==> src/rtl/core/u2w_pkg.sv <==
// Shared types and constants for the UTF-8 to wide-character decoder.
package u2w_pkg;

   // Field widths of the byte stream and of the decoded units.
   localparam int ByteWidth = 8;
   localparam int UnitWidth = 21;
   localparam int LowWidth  = 10;

   // Configuration port geometry.
   localparam int CsrAddrWidth = 3;
   localparam int CsrDataWidth = 32;

   // Register index of the UTF-16 mode bit (taken from paddr[2]).
   localparam logic RegUtf16Mode = 1'b0;

   // Character constants.
   localparam logic [UnitWidth-1:0] Qmark        = 21'd63;
   localparam logic [UnitWidth-1:0] ByteOrderMark = 21'h00FEFF;
   localparam logic [UnitWidth-1:0] SurrHighBase = 21'h00D7C0;
   localparam logic [UnitWidth-1:0] SurrLowBase  = 21'h00DC00;

   // One classified character or status event passed from front to back.
   typedef struct packed {
      logic [UnitWidth-1:0] unit0;       // first (or only) unit
      logic [LowWidth-1:0]  low_bits;    // low ten bits for the low surrogate
      logic                 two_units;   // a surrogate pair follows
      logic                 has_char;
      logic                 is_error;
      logic                 string_end;
      logic                 string_ok;
   } job_type;

endpackage

==> src/rtl/core/u2w_if.sv <==
// Valid/ready channel interfaces for the byte stream and the decoded results.
interface u2w_req_if;
   logic                           valid;
   logic                           ready;
   logic [u2w_pkg::ByteWidth-1:0]  byte_in;

   modport source (output valid, output byte_in, input ready);
   modport sink   (input valid, input byte_in, output ready);
endinterface

interface u2w_rsp_if;
   logic                           valid;
   logic                           ready;
   logic [u2w_pkg::UnitWidth-1:0]  code_unit;
   logic                           has_char;
   logic                           is_error;
   logic                           string_end;
   logic                           string_ok;
   logic                           last;

   modport source (output valid, output code_unit, output has_char, output is_error,
                   output string_end, output string_ok, output last, input ready);
   modport sink   (input valid, input code_unit, input has_char, input is_error,
                   input string_end, input string_ok, input last, output ready);
endinterface

==> src/rtl/core/u2w_front.sv <==
// Front end: accepts UTF-8 bytes, tracks sequence state and classifies results.
module u2w_front (
   input  logic                 clock,
   input  logic                 reset,
   input  logic                 utf16_mode,
   u2w_req_if.sink              req,
   output logic                 push_valid,
   input  logic                 push_ready,
   output u2w_pkg::job_type     push_job
);

   logic [1:0]                      bytes_pending_ff, bytes_pending_in;
   logic [u2w_pkg::UnitWidth-1:0]   partial_value_ff, partial_value_in;
   logic                            at_string_start_ff, at_string_start_in;
   logic                            error_seen_ff, error_seen_in;

   logic                            accept;
   logic [u2w_pkg::ByteWidth-1:0]   b;
   logic [u2w_pkg::UnitWidth-1:0]   cont_value;
   logic [1:0]                      pending_dec;
   logic                            char_done;
   logic [u2w_pkg::UnitWidth-1:0]   char_value;
   u2w_pkg::job_type                char_job;

   // A byte may always cause a result, so take one only when the queue has room.
   assign req.ready = push_ready;
   assign accept    = req.valid && push_ready;
   assign b         = req.byte_in;

   assign cont_value  = {partial_value_ff[u2w_pkg::UnitWidth-7:0], b[5:0]};
   assign pending_dec = bytes_pending_ff - 2'd1;

   // Shape a finished character, splitting it into surrogates when required.
   always_comb begin
      char_job            = '0;
      char_job.has_char   = 1'b1;
      char_job.low_bits   = char_value[u2w_pkg::LowWidth-1:0];
      char_job.two_units  = utf16_mode && (char_value[u2w_pkg::UnitWidth-1:16] != '0);
      if (char_job.two_units) begin
         char_job.unit0 = u2w_pkg::SurrHighBase +
                          {10'd0, char_value[u2w_pkg::UnitWidth-1:u2w_pkg::LowWidth]};
      end else begin
         char_job.unit0 = char_value;
      end
   end

   // Sequence state machine and result selection.
   always_comb begin
      bytes_pending_in   = bytes_pending_ff;
      partial_value_in   = partial_value_ff;
      at_string_start_in = at_string_start_ff;
      error_seen_in      = error_seen_ff;
      char_done          = 1'b0;
      char_value         = cont_value;
      push_valid         = 1'b0;
      push_job           = char_job;

      if (accept) begin
         if (b == '0) begin
            // Terminating zero byte: report truncation or a clean end.
            push_valid          = 1'b1;
            push_job            = '0;
            push_job.string_end = 1'b1;
            if (bytes_pending_ff != 2'd0) begin
               push_job.unit0    = u2w_pkg::Qmark;
               push_job.has_char = 1'b1;
               push_job.is_error = 1'b1;
            end else begin
               push_job.string_ok = !error_seen_ff;
            end
            bytes_pending_in   = 2'd0;
            partial_value_in   = '0;
            at_string_start_in = 1'b1;
            error_seen_in      = 1'b0;
         end else if (bytes_pending_ff != 2'd0) begin
            // Continuation byte: gather six bits.
            partial_value_in = cont_value;
            bytes_pending_in = pending_dec;
            char_done        = (pending_dec == 2'd0);
            char_value       = cont_value;
         end else if (b[7] == 1'b0) begin
            char_done  = 1'b1;
            char_value = {13'd0, b};
         end else if (b[7:5] == 3'b110) begin
            partial_value_in = {16'd0, b[4:0]};
            bytes_pending_in = 2'd1;
         end else if (b[7:4] == 4'b1110) begin
            partial_value_in = {17'd0, b[3:0]};
            bytes_pending_in = 2'd2;
         end else if (b[7:3] == 5'b11110) begin
            partial_value_in = {18'd0, b[2:0]};
            bytes_pending_in = 2'd3;
         end else begin
            // Bad lead byte.
            error_seen_in      = 1'b1;
            at_string_start_in = 1'b0;
            push_valid         = 1'b1;
            push_job           = '0;
            push_job.unit0     = u2w_pkg::Qmark;
            push_job.has_char  = 1'b1;
            push_job.is_error  = 1'b1;
         end

         // A byte order mark opening the string is dropped.
         if (char_done) begin
            at_string_start_in = 1'b0;
            push_valid = !(at_string_start_ff && (char_value == u2w_pkg::ByteOrderMark));
         end
      end
   end

   always_ff @(posedge clock) begin
      if (reset) begin
         bytes_pending_ff   <= 2'd0;
         partial_value_ff   <= '0;
         at_string_start_ff <= 1'b1;
         error_seen_ff      <= 1'b0;
      end else begin
         bytes_pending_ff   <= bytes_pending_in;
         partial_value_ff   <= partial_value_in;
         at_string_start_ff <= at_string_start_in;
         error_seen_ff      <= error_seen_in;
      end
   end

endmodule

==> src/rtl/core/u2w_queue.sv <==
// Short register queue of classified results between front and back.
module u2w_queue #(
   parameter int DEPTH = 4
) (
   input  logic              clock,
   input  logic              reset,
   input  logic              push_valid,
   output logic              push_ready,
   input  u2w_pkg::job_type  push_job,
   output logic              pop_valid,
   input  logic              pop_ready,
   output u2w_pkg::job_type  pop_job
);

   localparam int PtrWidth = (DEPTH > 1) ? $clog2(DEPTH) : 1;
   localparam int CntWidth = $clog2(DEPTH + 1);

   u2w_pkg::job_type        slots_ff [DEPTH];
   logic [PtrWidth-1:0]     wr_ptr_ff, wr_ptr_in;
   logic [PtrWidth-1:0]     rd_ptr_ff, rd_ptr_in;
   logic [CntWidth-1:0]     count_ff, count_in;
   logic                    do_push, do_pop;

   assign push_ready = (count_ff != CntWidth'(DEPTH));
   assign pop_valid  = (count_ff != '0);
   assign pop_job    = slots_ff[rd_ptr_ff];
   assign do_push    = push_valid && push_ready;
   assign do_pop     = pop_valid && pop_ready;

   // Pointer and occupancy update.
   always_comb begin
      wr_ptr_in = wr_ptr_ff;
      rd_ptr_in = rd_ptr_ff;
      count_in  = count_ff;
      if (do_push) begin
         wr_ptr_in = (wr_ptr_ff == PtrWidth'(DEPTH - 1)) ? '0 : wr_ptr_ff + 1'b1;
      end
      if (do_pop) begin
         rd_ptr_in = (rd_ptr_ff == PtrWidth'(DEPTH - 1)) ? '0 : rd_ptr_ff + 1'b1;
      end
      if (do_push && !do_pop) begin
         count_in = count_ff + 1'b1;
      end else if (do_pop && !do_push) begin
         count_in = count_ff - 1'b1;
      end
   end

   always_ff @(posedge clock) begin
      if (reset) begin
         wr_ptr_ff <= '0;
         rd_ptr_ff <= '0;
         count_ff  <= '0;
      end else begin
         wr_ptr_ff <= wr_ptr_in;
         rd_ptr_ff <= rd_ptr_in;
         count_ff  <= count_in;
      end
   end

   // Slot storage holds payload only.
   always_ff @(posedge clock) begin
      if (do_push) begin
         slots_ff[wr_ptr_ff] <= push_job;
      end
   end

endmodule

==> src/rtl/core/u2w_back.sv <==
// Back end: expands queued results into beats, two for a surrogate pair.
module u2w_back (
   input  logic              clock,
   input  logic              reset,
   input  logic              pop_valid,
   output logic              pop_ready,
   input  u2w_pkg::job_type  pop_job,
   u2w_rsp_if.source         rsp
);

   logic                           valid_ff, valid_in;
   logic                           second_ff, second_in;
   logic [u2w_pkg::LowWidth-1:0]   low_bits_ff, low_bits_in;
   logic [u2w_pkg::UnitWidth-1:0]  code_unit_ff, code_unit_in;
   logic                           has_char_ff, has_char_in;
   logic                           is_error_ff, is_error_in;
   logic                           string_end_ff, string_end_in;
   logic                           string_ok_ff, string_ok_in;
   logic                           last_ff, last_in;
   logic                           load;

   // The output register may be refilled when empty or being taken.
   assign load      = !valid_ff || rsp.ready;
   assign pop_ready = load && !second_ff;

   always_comb begin
      valid_in      = valid_ff;
      second_in     = second_ff;
      low_bits_in   = low_bits_ff;
      code_unit_in  = code_unit_ff;
      has_char_in   = has_char_ff;
      is_error_in   = is_error_ff;
      string_end_in = string_end_ff;
      string_ok_in  = string_ok_ff;
      last_in       = last_ff;
      if (load) begin
         if (second_ff) begin
            // Low surrogate of a pair.
            valid_in      = 1'b1;
            second_in     = 1'b0;
            code_unit_in  = u2w_pkg::SurrLowBase | {11'd0, low_bits_ff};
            has_char_in   = 1'b1;
            is_error_in   = 1'b0;
            string_end_in = 1'b0;
            string_ok_in  = 1'b0;
            last_in       = 1'b1;
         end else if (pop_valid) begin
            valid_in      = 1'b1;
            second_in     = pop_job.two_units;
            low_bits_in   = pop_job.low_bits;
            code_unit_in  = pop_job.unit0;
            has_char_in   = pop_job.has_char;
            is_error_in   = pop_job.is_error;
            string_end_in = pop_job.string_end;
            string_ok_in  = pop_job.string_ok;
            last_in       = !pop_job.two_units;
         end else begin
            valid_in = 1'b0;
         end
      end
   end

   always_ff @(posedge clock) begin
      if (reset) begin
         valid_ff  <= 1'b0;
         second_ff <= 1'b0;
      end else begin
         valid_ff  <= valid_in;
         second_ff <= second_in;
      end
   end

   always_ff @(posedge clock) begin
      low_bits_ff   <= low_bits_in;
      code_unit_ff  <= code_unit_in;
      has_char_ff   <= has_char_in;
      is_error_ff   <= is_error_in;
      string_end_ff <= string_end_in;
      string_ok_ff  <= string_ok_in;
      last_ff       <= last_in;
   end

   assign rsp.valid      = valid_ff;
   assign rsp.code_unit  = code_unit_ff;
   assign rsp.has_char   = has_char_ff;
   assign rsp.is_error   = is_error_ff;
   assign rsp.string_end = string_end_ff;
   assign rsp.string_ok  = string_ok_ff;
   assign rsp.last       = last_ff;

endmodule

==> src/rtl/core/utf8_to_wide_decoder.sv <==
// Top level of the UTF-8 to wide-character decoder.
// The decoder takes one UTF-8 byte per cycle on req_bus while the queue between front and
// back (QUEUE_DEPTH entries) has room; an accepted byte's result goes into the queue and
// then into the back end's output register, which drives rsp_bus. A continuation byte that
// does not finish a character gives no beat. In UTF-16 mode a character at or above U+10000
// leaves as two beats (high surrogate, then low surrogate with last set) one after the
// other; its non-finishing bytes absorb the extra beat, so the sustained input rate stays
// one byte per cycle while rsp_bus is not stalled. A stalled result port backs up into the
// queue and then holds off req_bus. The zero byte ends a string and gives one end beat,
// with string_ok set only if the string had no error. utf16_mode sits at byte address 0 of
// the APB port and should be written only while no bytes are in flight.
module utf8_to_wide_decoder #(
   parameter int QUEUE_DEPTH = 4
) (
   input  logic                                 clock,
   input  logic                                 reset,
   u2w_req_if.sink                              req_bus,
   u2w_rsp_if.source                            rsp_bus,
   input  logic                                 psel,
   input  logic                                 penable,
   input  logic                                 pwrite,
   input  logic [u2w_pkg::CsrAddrWidth-1:0]     paddr,
   input  logic [u2w_pkg::CsrDataWidth-1:0]     pwdata,
   output logic [u2w_pkg::CsrDataWidth-1:0]     prdata,
   output logic                                 pready
);

   logic              utf16_mode_ff, utf16_mode_in;
   logic              csr_write;
   logic              push_valid, push_ready;
   logic              pop_valid, pop_ready;
   u2w_pkg::job_type  push_job, pop_job;

   // Configuration register.
   assign pready    = 1'b1;
   assign csr_write = psel && penable && pwrite && pready;

   always_comb begin
      utf16_mode_in = utf16_mode_ff;
      if (csr_write && (paddr[2] == u2w_pkg::RegUtf16Mode)) begin
         utf16_mode_in = pwdata[0];
      end
   end

   always_ff @(posedge clock) begin
      if (reset) begin
         utf16_mode_ff <= 1'b0;
      end else begin
         utf16_mode_ff <= utf16_mode_in;
      end
   end

   assign prdata = (paddr[2] == u2w_pkg::RegUtf16Mode) ?
                   {{(u2w_pkg::CsrDataWidth-1){1'b0}}, utf16_mode_ff} : '0;

   u2w_front u_front (
      .clock      (clock),
      .reset      (reset),
      .utf16_mode (utf16_mode_ff),
      .req        (req_bus),
      .push_valid (push_valid),
      .push_ready (push_ready),
      .push_job   (push_job)
   );

   u2w_queue #(
      .DEPTH (QUEUE_DEPTH)
   ) u_queue (
      .clock      (clock),
      .reset      (reset),
      .push_valid (push_valid),
      .push_ready (push_ready),
      .push_job   (push_job),
      .pop_valid  (pop_valid),
      .pop_ready  (pop_ready),
      .pop_job    (pop_job)
   );

   u2w_back u_back (
      .clock     (clock),
      .reset     (reset),
      .pop_valid (pop_valid),
      .pop_ready (pop_ready),
      .pop_job   (pop_job),
      .rsp       (rsp_bus)
   );

   // The front end never offers a result the queue cannot take.
   assert property (@(posedge clock) disable iff (reset) push_valid |-> push_ready)
      else $error("front pushed a result into a full queue");

   // The first unit of a pair is followed at once by its low surrogate.
   assert property (@(posedge clock) disable iff (reset)
      rsp_bus.valid && rsp_bus.ready && !rsp_bus.last |=>
         rsp_bus.valid && rsp_bus.has_char && !rsp_bus.is_error && !rsp_bus.string_end)
      else $error("surrogate pair broken");

   // An end-of-string beat is always the final beat of its byte.
   assert property (@(posedge clock) disable iff (reset)
      rsp_bus.valid && rsp_bus.string_end |-> rsp_bus.last && !(rsp_bus.string_ok && rsp_bus.is_error))
      else $error("malformed end-of-string beat");

   // Error beats carry the replacement character.
   assert property (@(posedge clock) disable iff (reset)
      rsp_bus.valid && rsp_bus.is_error |-> rsp_bus.has_char && (rsp_bus.code_unit == u2w_pkg::Qmark))
      else $error("error beat without replacement character");

endmodule

==> src/flat_wrapper.sv <==
// flat-port wrapper written by rule: the top's interface ports become plain ports
module utf8_to_wide_decoder_flat 
#(
   parameter int QUEUE_DEPTH = 4
)
  (clock, reset, psel, penable, pwrite, paddr, pwdata, prdata, pready, req_bus_valid, req_bus_byte_in, req_bus_ready, rsp_bus_valid, rsp_bus_code_unit, rsp_bus_has_char, rsp_bus_is_error, rsp_bus_string_end, rsp_bus_string_ok, rsp_bus_last, rsp_bus_ready);
  u2w_req_if req_bus_i ();
  u2w_rsp_if rsp_bus_i ();
  input  logic clock;
  input  logic reset;
  input  logic psel;
  input  logic penable;
  input  logic pwrite;
  input  logic [u2w_pkg::CsrAddrWidth-1:0] paddr;
  input  logic [u2w_pkg::CsrDataWidth-1:0] pwdata;
  output logic [u2w_pkg::CsrDataWidth-1:0] prdata;
  output logic pready;
  input wire logic [$bits(req_bus_i.valid)-1:0] req_bus_valid;
  input wire logic [$bits(req_bus_i.byte_in)-1:0] req_bus_byte_in;
  output wire logic [$bits(req_bus_i.ready)-1:0] req_bus_ready;
  output wire logic [$bits(rsp_bus_i.valid)-1:0] rsp_bus_valid;
  output wire logic [$bits(rsp_bus_i.code_unit)-1:0] rsp_bus_code_unit;
  output wire logic [$bits(rsp_bus_i.has_char)-1:0] rsp_bus_has_char;
  output wire logic [$bits(rsp_bus_i.is_error)-1:0] rsp_bus_is_error;
  output wire logic [$bits(rsp_bus_i.string_end)-1:0] rsp_bus_string_end;
  output wire logic [$bits(rsp_bus_i.string_ok)-1:0] rsp_bus_string_ok;
  output wire logic [$bits(rsp_bus_i.last)-1:0] rsp_bus_last;
  input wire logic [$bits(rsp_bus_i.ready)-1:0] rsp_bus_ready;
  assign req_bus_i.valid = req_bus_valid;
  assign req_bus_i.byte_in = req_bus_byte_in;
  assign req_bus_ready = req_bus_i.ready;
  assign rsp_bus_valid = rsp_bus_i.valid;
  assign rsp_bus_code_unit = rsp_bus_i.code_unit;
  assign rsp_bus_has_char = rsp_bus_i.has_char;
  assign rsp_bus_is_error = rsp_bus_i.is_error;
  assign rsp_bus_string_end = rsp_bus_i.string_end;
  assign rsp_bus_string_ok = rsp_bus_i.string_ok;
  assign rsp_bus_last = rsp_bus_i.last;
  assign rsp_bus_i.ready = rsp_bus_ready;
  utf8_to_wide_decoder #(.QUEUE_DEPTH(QUEUE_DEPTH)) u_core (.clock(clock), .reset(reset), .req_bus(req_bus_i), .rsp_bus(rsp_bus_i), .psel(psel), .penable(penable), .pwrite(pwrite), .paddr(paddr), .pwdata(pwdata), .prdata(prdata), .pready(pready));
endmodule
==> config.mk <==
export PLATFORM = sky130hd
export DESIGN_NAME = utf8_to_wide_decoder_flat
export DESIGN_NICKNAME = d
export VERILOG_FILES = /design/src/rtl/core/u2w_pkg.sv /design/src/rtl/core/u2w_if.sv /design/src/rtl/core/u2w_front.sv /design/src/rtl/core/u2w_queue.sv /design/src/rtl/core/u2w_back.sv /design/src/rtl/core/utf8_to_wide_decoder.sv /design/src/flat_wrapper.sv
export SDC_FILE = /design/constraint.sdc
export NUM_CORES = 1
export LEC_CHECK = 0
export ABC_AREA = 1
export BUFFER_PORTS_ARGS = -buffer_cell sky130_fd_sc_hd__buf_2
export CORE_ASPECT_RATIO = 0.7
export CORE_MARGIN = 2
export CORE_UTILIZATION = 55
export CTS_CLUSTER_SIZE = 24
export DETAILED_ROUTE_END_ITERATION = 12
export PLACE_DENSITY = 0.87
export SYNTH_ARGS = -nofsm -noshare
export SYNTH_HDL_FRONTEND = slang
export SYNTH_SLANG_ARGS = --single-unit
==> constraint.sdc <==
create_clock -name clock -period 4.4 [get_ports clock]
set_input_delay 0.88 -clock clock [delete_from_list [all_inputs] [get_ports clock]]
set_output_delay 0.88 -clock clock [all_outputs]
set_load 0.01 [all_outputs]
== Word level (Yosys, flattened, before mapping) ==
Memories as Yosys holds them, arrays and structs flattened. A register that Yosys moved wholly into a read port is not among the register bits.
Index checks and enable logic that the tools add are counted.
Widths: inputs -> output; s select.
Operators by class
  add/sub/neg operators: 6
  $mul: 0
  divide/modulo/power cells: 0
  $lt $le $gt $ge: 0
  equality and inequality tests: 15
  shift operators: 0
  multiplexer cells: 73
  bitwise logic cells: 2
  reduce and logical (&&, ||, !) cells: 35
Operators by type and width (number)
  $mux 36: 7
  $mux 21: 7
  $mux 15: 6
  $mux 1: 38
  $mux 2: 11
  $eq 21x16->1 const B: 1
  $add 16x11->17 const A: 1
  $ne 3x2->1 const B: 4
  $reduce_and 6->1: 2
  $logic_and 1x1->1: 11
  $mux 10: 1
  $reduce_bool 5->1: 2
  $reduce_bool 3->1: 3
  $logic_not 8->1: 1
  $ne 2x2->1 const B: 4
  $reduce_bool 2->1: 4
  $logic_not 1->1: 7
  $mux 3: 2
  $mux 6: 1
  $reduce_and 3->1: 2
  $eq 5x5->1 const B: 1
  $add 2x1->2 const B: 2
  $eq 2x2->1 const B: 2
  $eq 4x4->1 const B: 1
  9 further kinds: 10
Word-level totals
  register bits after elaboration: 65
  latch bits: 0
  RAM bits: 144
  memory bits (read-only): 0
  bits of input ports: 50
  output and inout bits: 61
  logic and storage cells: 150
  memories: 1
Memories
  u_core.u_queue.slots_ff: depth 4, bits a word 36, read ports 1, clocked after memory_dff 1, wr ports 1, RTL line u2w_queue.sv:18  | u2w_pkg::job_type slots_ff [DEPTH];

== Depth between registers and ports, before layout ==
  word-level depth: 15
  mapped depth: 16
  mapped depth without buffers: 16

== Hierarchy ==
A second synthesis with hierarchy kept.
Unflattened totals
  cells, all modules: 834
  area, all modules: 9205.1 sq um
By module, submodules not included
  u2w_queue: times used 1, cells each 417, area an instance 5858.1 sq um, seq. area each 4504.3 sq um
  u2w_front: times used 1, cells each 256, area an instance 1575.3 sq um, seq. area each 380.4 sq um
  u2w_back: times used 1, cells each 114, area an instance 1453.9 sq um, seq. area each 1121.1 sq um
  utf8_to_wide_decoder: times used 1, cells each 47, area an instance 317.8 sq um, seq. area each 20.0 sq um

== Worst setup path after synthesis ==
OpenSTA, ideal clock, no wires.
  path kind: input to register
  start point: input req_bus_valid
  end point: memory u_core.u_queue.slots_ff[0][0] in the netlist's numbering, enable pin
  library setup time: 0.429 ns
  arrival time: 3.182 ns
  slack: 0.789 ns
  stages: 5
  path buffers: 0
  cells stage by stage: a21boi_4 -> inv_1 -> a21oi_1 -> nand2_1 -> nor2_1
Between the ends
  word-level cells in the longest chain between the ends: 5
Ends and longest elaborated chain
  start, declared: RTL line flat_wrapper.sv:18  | input wire logic [$bits(req_bus_i.valid)-1:0] req_bus_valid;
  $logic_and 1x1->1: RTL line u2w_front.sv:27  | assign accept = req.valid && push_ready;
  $mux 1: RTL line u2w_front.sv:58  | if (accept) begin
  $logic_and 1x1->1: RTL line u2w_queue.sv:27  | assign do_push = push_valid && push_ready;
  $mux 1: RTL line u2w_queue.sv:62  | if (do_push) begin
  $mux 1 (implied by the code): RTL line u2w_queue.sv:63  | slots_ff[wr_ptr_ff] <= push_job;
  end, declared: RTL line u2w_queue.sv:18
No other way between the ends.

== Final worst setup path ==
  start point: input req_bus_valid
  end point: register u_core.u_queue.count_ff[2]
Between the ends
  word-level cells in the longest chain between the ends: 6
  elaborated cells between the ends (all ways): 8
Ends and longest elaborated chain
  $logic_and 1x1->1 *: RTL line u2w_front.sv:27
  $mux 1 *: RTL line u2w_front.sv:58
  $logic_and 1x1->1 *: RTL line u2w_queue.sv:27
  net u_core.u_queue.do_push: RTL line u2w_queue.sv:22  | logic do_push, do_pop;
  $logic_not 1->1: RTL line u2w_queue.sv:43  | end else if (do_pop && !do_push) begin
  $logic_and 1x1->1: RTL line u2w_queue.sv:43
  $reduce_bool 2->1 (no line)
  end signal, assigned: RTL line u2w_queue.sv:56  | count_ff <= count_in;
  end, declared: RTL line u2w_queue.sv:21  | logic [CntWidth-1:0] count_ff, count_in;
Mark *: on every way through the listed nets, which the timed path passes. The rest lies on a longest branch.
A chain may end at the register's enable or synchronous reset.

==> impl_metrics.ini <==
[synth]
yosys-top-cells-area = edfxtp_1 60%, nor2_1 8.5%, dfxtp_1 6.9%
yosysSeqAreaShare = 0.6683
synth_ff_type = edfxtp_1
synthCells = 834
synth.avg_cell_area_sq_um = 10.81
ys_ff_latch = 211
synth_warnings = 0
yosysTopAreaCellShare = 0.5995
synthesis.area_sq_mm = 0.009016
synth_edf_count = 180
synth.largest_area_cell = edfxtp_1
synth.distinct_cells = 39
synthArstFlopShare = 0

[die]
start_util = 0.5565
die_w_um = 157.0
num_rows = 39
ios = 111
die_area_sq_mm = 0.01745
die_y_um = 111.1
core_sq_mm = 0.01620

[power]
ir_worst_vdd_mv = 0.3523
powerDensity_mw_per_mm2 = 628.0
power_switching_mw = 2.106
sequentialPowerShare = 0.463
leakage_nw = 3.868
p_int_mw = 4.150
combPwrFrac = 0.278
p_sw_frac = 0.3366
clkPwrFrac = 0.259

[timing]
setup_tns_ns = 0
fin_hold_ws_ns = 0.4929
maxSlewViolCount = 0
hold_viol_final = 0
fin_skew_ns = 0.01314
tightestPinTransition_ns = 1.187
relSlewSlack = 0.2085
fmax_mhz = 345.7
rsz0062_at_grt = false
period_share = 0.6574
period_needed_ns = 2.893
setup_violations = 0

[drt]
dr.pass1.iters = 5
vias = 6133
routed_wl_um = 19510
drc = 0
wl_per_cell_um = 17.53
viasPerCell = 5.510
drt_iter0_drc = 801
ant_nets = 0

[layout]
fin_nets = 932
syn_to_final_growth_pct = 10.48
fin_util = 0.6148
diodes = 0
fillCellCount = 1238
drive_gt1_frac = 0.1385

[global_routing]
grt_max_degree = 73
grt_usage = 0.2293
grt_pass1_vias = 5793
grt_pass1_wl_um = 31110
globalRouteOverflowTotal = 0
antenna_found_initial = 0

[clocking]
cts_max_level = 1
cts_buffer_depth = 3
cts-root-buf = clkbuf_16
cts.repair.resized = 0
cts_tree = done
clkSinkCount = 211
cts.reportedPaths.clkPinSlew_ns = 0.06
postCtsHoldBufs = 0
worstSkewPairLatency_ns = 0.50
numCtsBuffers = 20
cts_setup_buffers = 0

[critical_path]
worst_setup_path_end_kind = flip-flop
start_kind = primary input
cp.required_ns = 4.78
crit_fanout = 6
setup.worst_path.class = in2reg
arrival_ns = 3.27
reg2reg_depth = 13

[status]
outcome = finished, final reports clean

[hold_path]
hold_class = reg2reg
min_delay_path_depth = 2

[job]
max-cap-violations = 0

[placement]
place_congestion = 0.9502
io_buffer_count = 45
hpwlAfterDp_um = 11750
-- routing by layer --
metal	up-vias	global-route usage	share of wire
li1	2876	-	-
met1	2884	0.3443	0.44
met2	332	0.3447	0.44
met3	41	0.04378	0.097
met4	0	0.06364	0.023
met5	-	0	0
-- worst paths after layout --
path                                 startpoint  slack (ns)                                  to
min reg2reg  u_core.u_front.partial_value_ff[3]        0.49  u_core.u_front.partial_value_ff[3]
max reg2reg          u_core.u_queue.count_ff[0]        1.51          u_core.u_queue.count_ff[2]
max                               req_bus_valid        1.51          u_core.u_queue.count_ff[2]
min          u_core.u_front.partial_value_ff[3]        0.49  u_core.u_front.partial_value_ff[3]
-- worst max-delay path, cell delays in order --
cell,delay (ns)
buf_2,0.08
a21boi_4,0.27
inv_1,0.12
a21oi_1,0.32
nand2_1,0.34
inv_1,0.13
ha_1,0.15
inv_1,0.08
fa_1,0.43
a21oi_1,0.14
o21ai_0,0.11
o21ai_0,0.16
a21oi_1,0.06
-- power by group through the flow --
stage / clock, mW / sequential, mW / combinational [mW]
floorplan: 0 / 2.97 / 1.11
global route: 1.72 / 2.94 / 1.94
detailed placement: 0 / 2.94 / 1.71
global placement: 0 / 2.92 / 1.64
finish: 1.62 / 2.90 / 1.74
CTS: 1.62 / 2.90 / 1.73
-- per-stage QoR --
| step | setup WS [ns] | cell area, sq um | instances | total power [mW] |
|---|---|---|---|---|
| 2_1_floorplan | 0.7887 | 9129 | 864 | 4.077 |
| 3_3_place_gp | 1.054 | 9350 | 1077 | 4.563 |
| 3_5_place_dp | 1.009 | 9350 | 1077 | 4.642 |
| 4_1_cts | 1.504 | 9961 | 1113 | 6.252 |
| 5_1_grt | 1.195 | 9961 | 1113 | 6.596 |
| 6_report | 1.507 | 9961 | 1113 | 6.256 |
-- Yosys cell counts, drive strengths merged (2+ instances only) --
master / n
a21oi: 25
a31oi: 10
buf: 40
clkbuf: 25
clkinv: 2
conb: 2
dfxtp: 31
edfxtp: 180
ha: 7
inv: 59
nand2: 78
nand3: 19
nand4: 7
nor2: 207
nor3: 4
o211ai: 12
o21ai: 100
o22ai: 11
or2: 8
-- state kept, by name, summed over array words and instances (netlist names), 2 cells and up, named ones only --
name / flops
u_core.u_back.low_bits_ff: 10
u_core.u_back.rsp.code_unit: 21
u_core.u_front.bytes_pending_ff: 2
u_core.u_front.partial_value_ff: 15
u_core.u_queue.count_ff: 3
u_core.u_queue.rd_ptr_ff: 2
u_core.u_queue.slots_ff: 144
u_core.u_queue.wr_ptr_ff: 2
-- area by class of cell --
type | count | area (sq um) | share of cell area
flip-flops and latches | 211 | 6027 | 0.6051
inverters | 61 | 229.0 | 0.02299
multi-input cells | 527 | 2527 | 0.2537
clock inverters | 13 | 98.84 | 0.009923
well taps | 225 | 281.5 | 0.02826
repair buffers | 53 | 285.3 | 0.02864
clock buffers | 23 | 511.7 | 0.05138
-- placed cells by master (no fill, tap or decap), types with 5 or more instances in the layout --
cell / netlist / final
buf_2: 5 / 45
nand2_2: 5 / 5
ha_1: 7 / 7
o21ai_1: 21 / 21
edfxtp_1: 180 / 180
clkinv_2: 0 / 5
clkinv_1: 2 / 7
o211ai_1: 12 / 12
nor2_1: 203 / 199
inv_1: 48 / 48
o22ai_1: 11 / 11
nand4_1: 6 / 6
nor2_4: 2 / 6
or2_2: 8 / 8
dfxtp_1: 31 / 30
a31oi_1: 10 / 10
clkbuf_16: 0 / 20
conb_1: 2 / 32
inv_2: 11 / 11
a21oi_1: 25 / 25
nand2_1: 72 / 72
o21ai_0: 78 / 78
buf_4: 33 / 8
nand3_1: 15 / 15
-- kinds of logic (layout without fill, tap and decap cells) --
group	Yosys count	after routing	share of synthesized area
buffers and inverters	126	150	0.06772
xor gates and xnor gates	1	1	0.0009716
AOI/OAI and AO/OA	162	162	0.09950
DFF	211	211	0.6683
other	2	32	0.0008330
adders and majority gates	8	8	0.01193
and+or+nand+nor	324	324	0.1507
No activity file was read; power rests on OpenSTA's default activity.
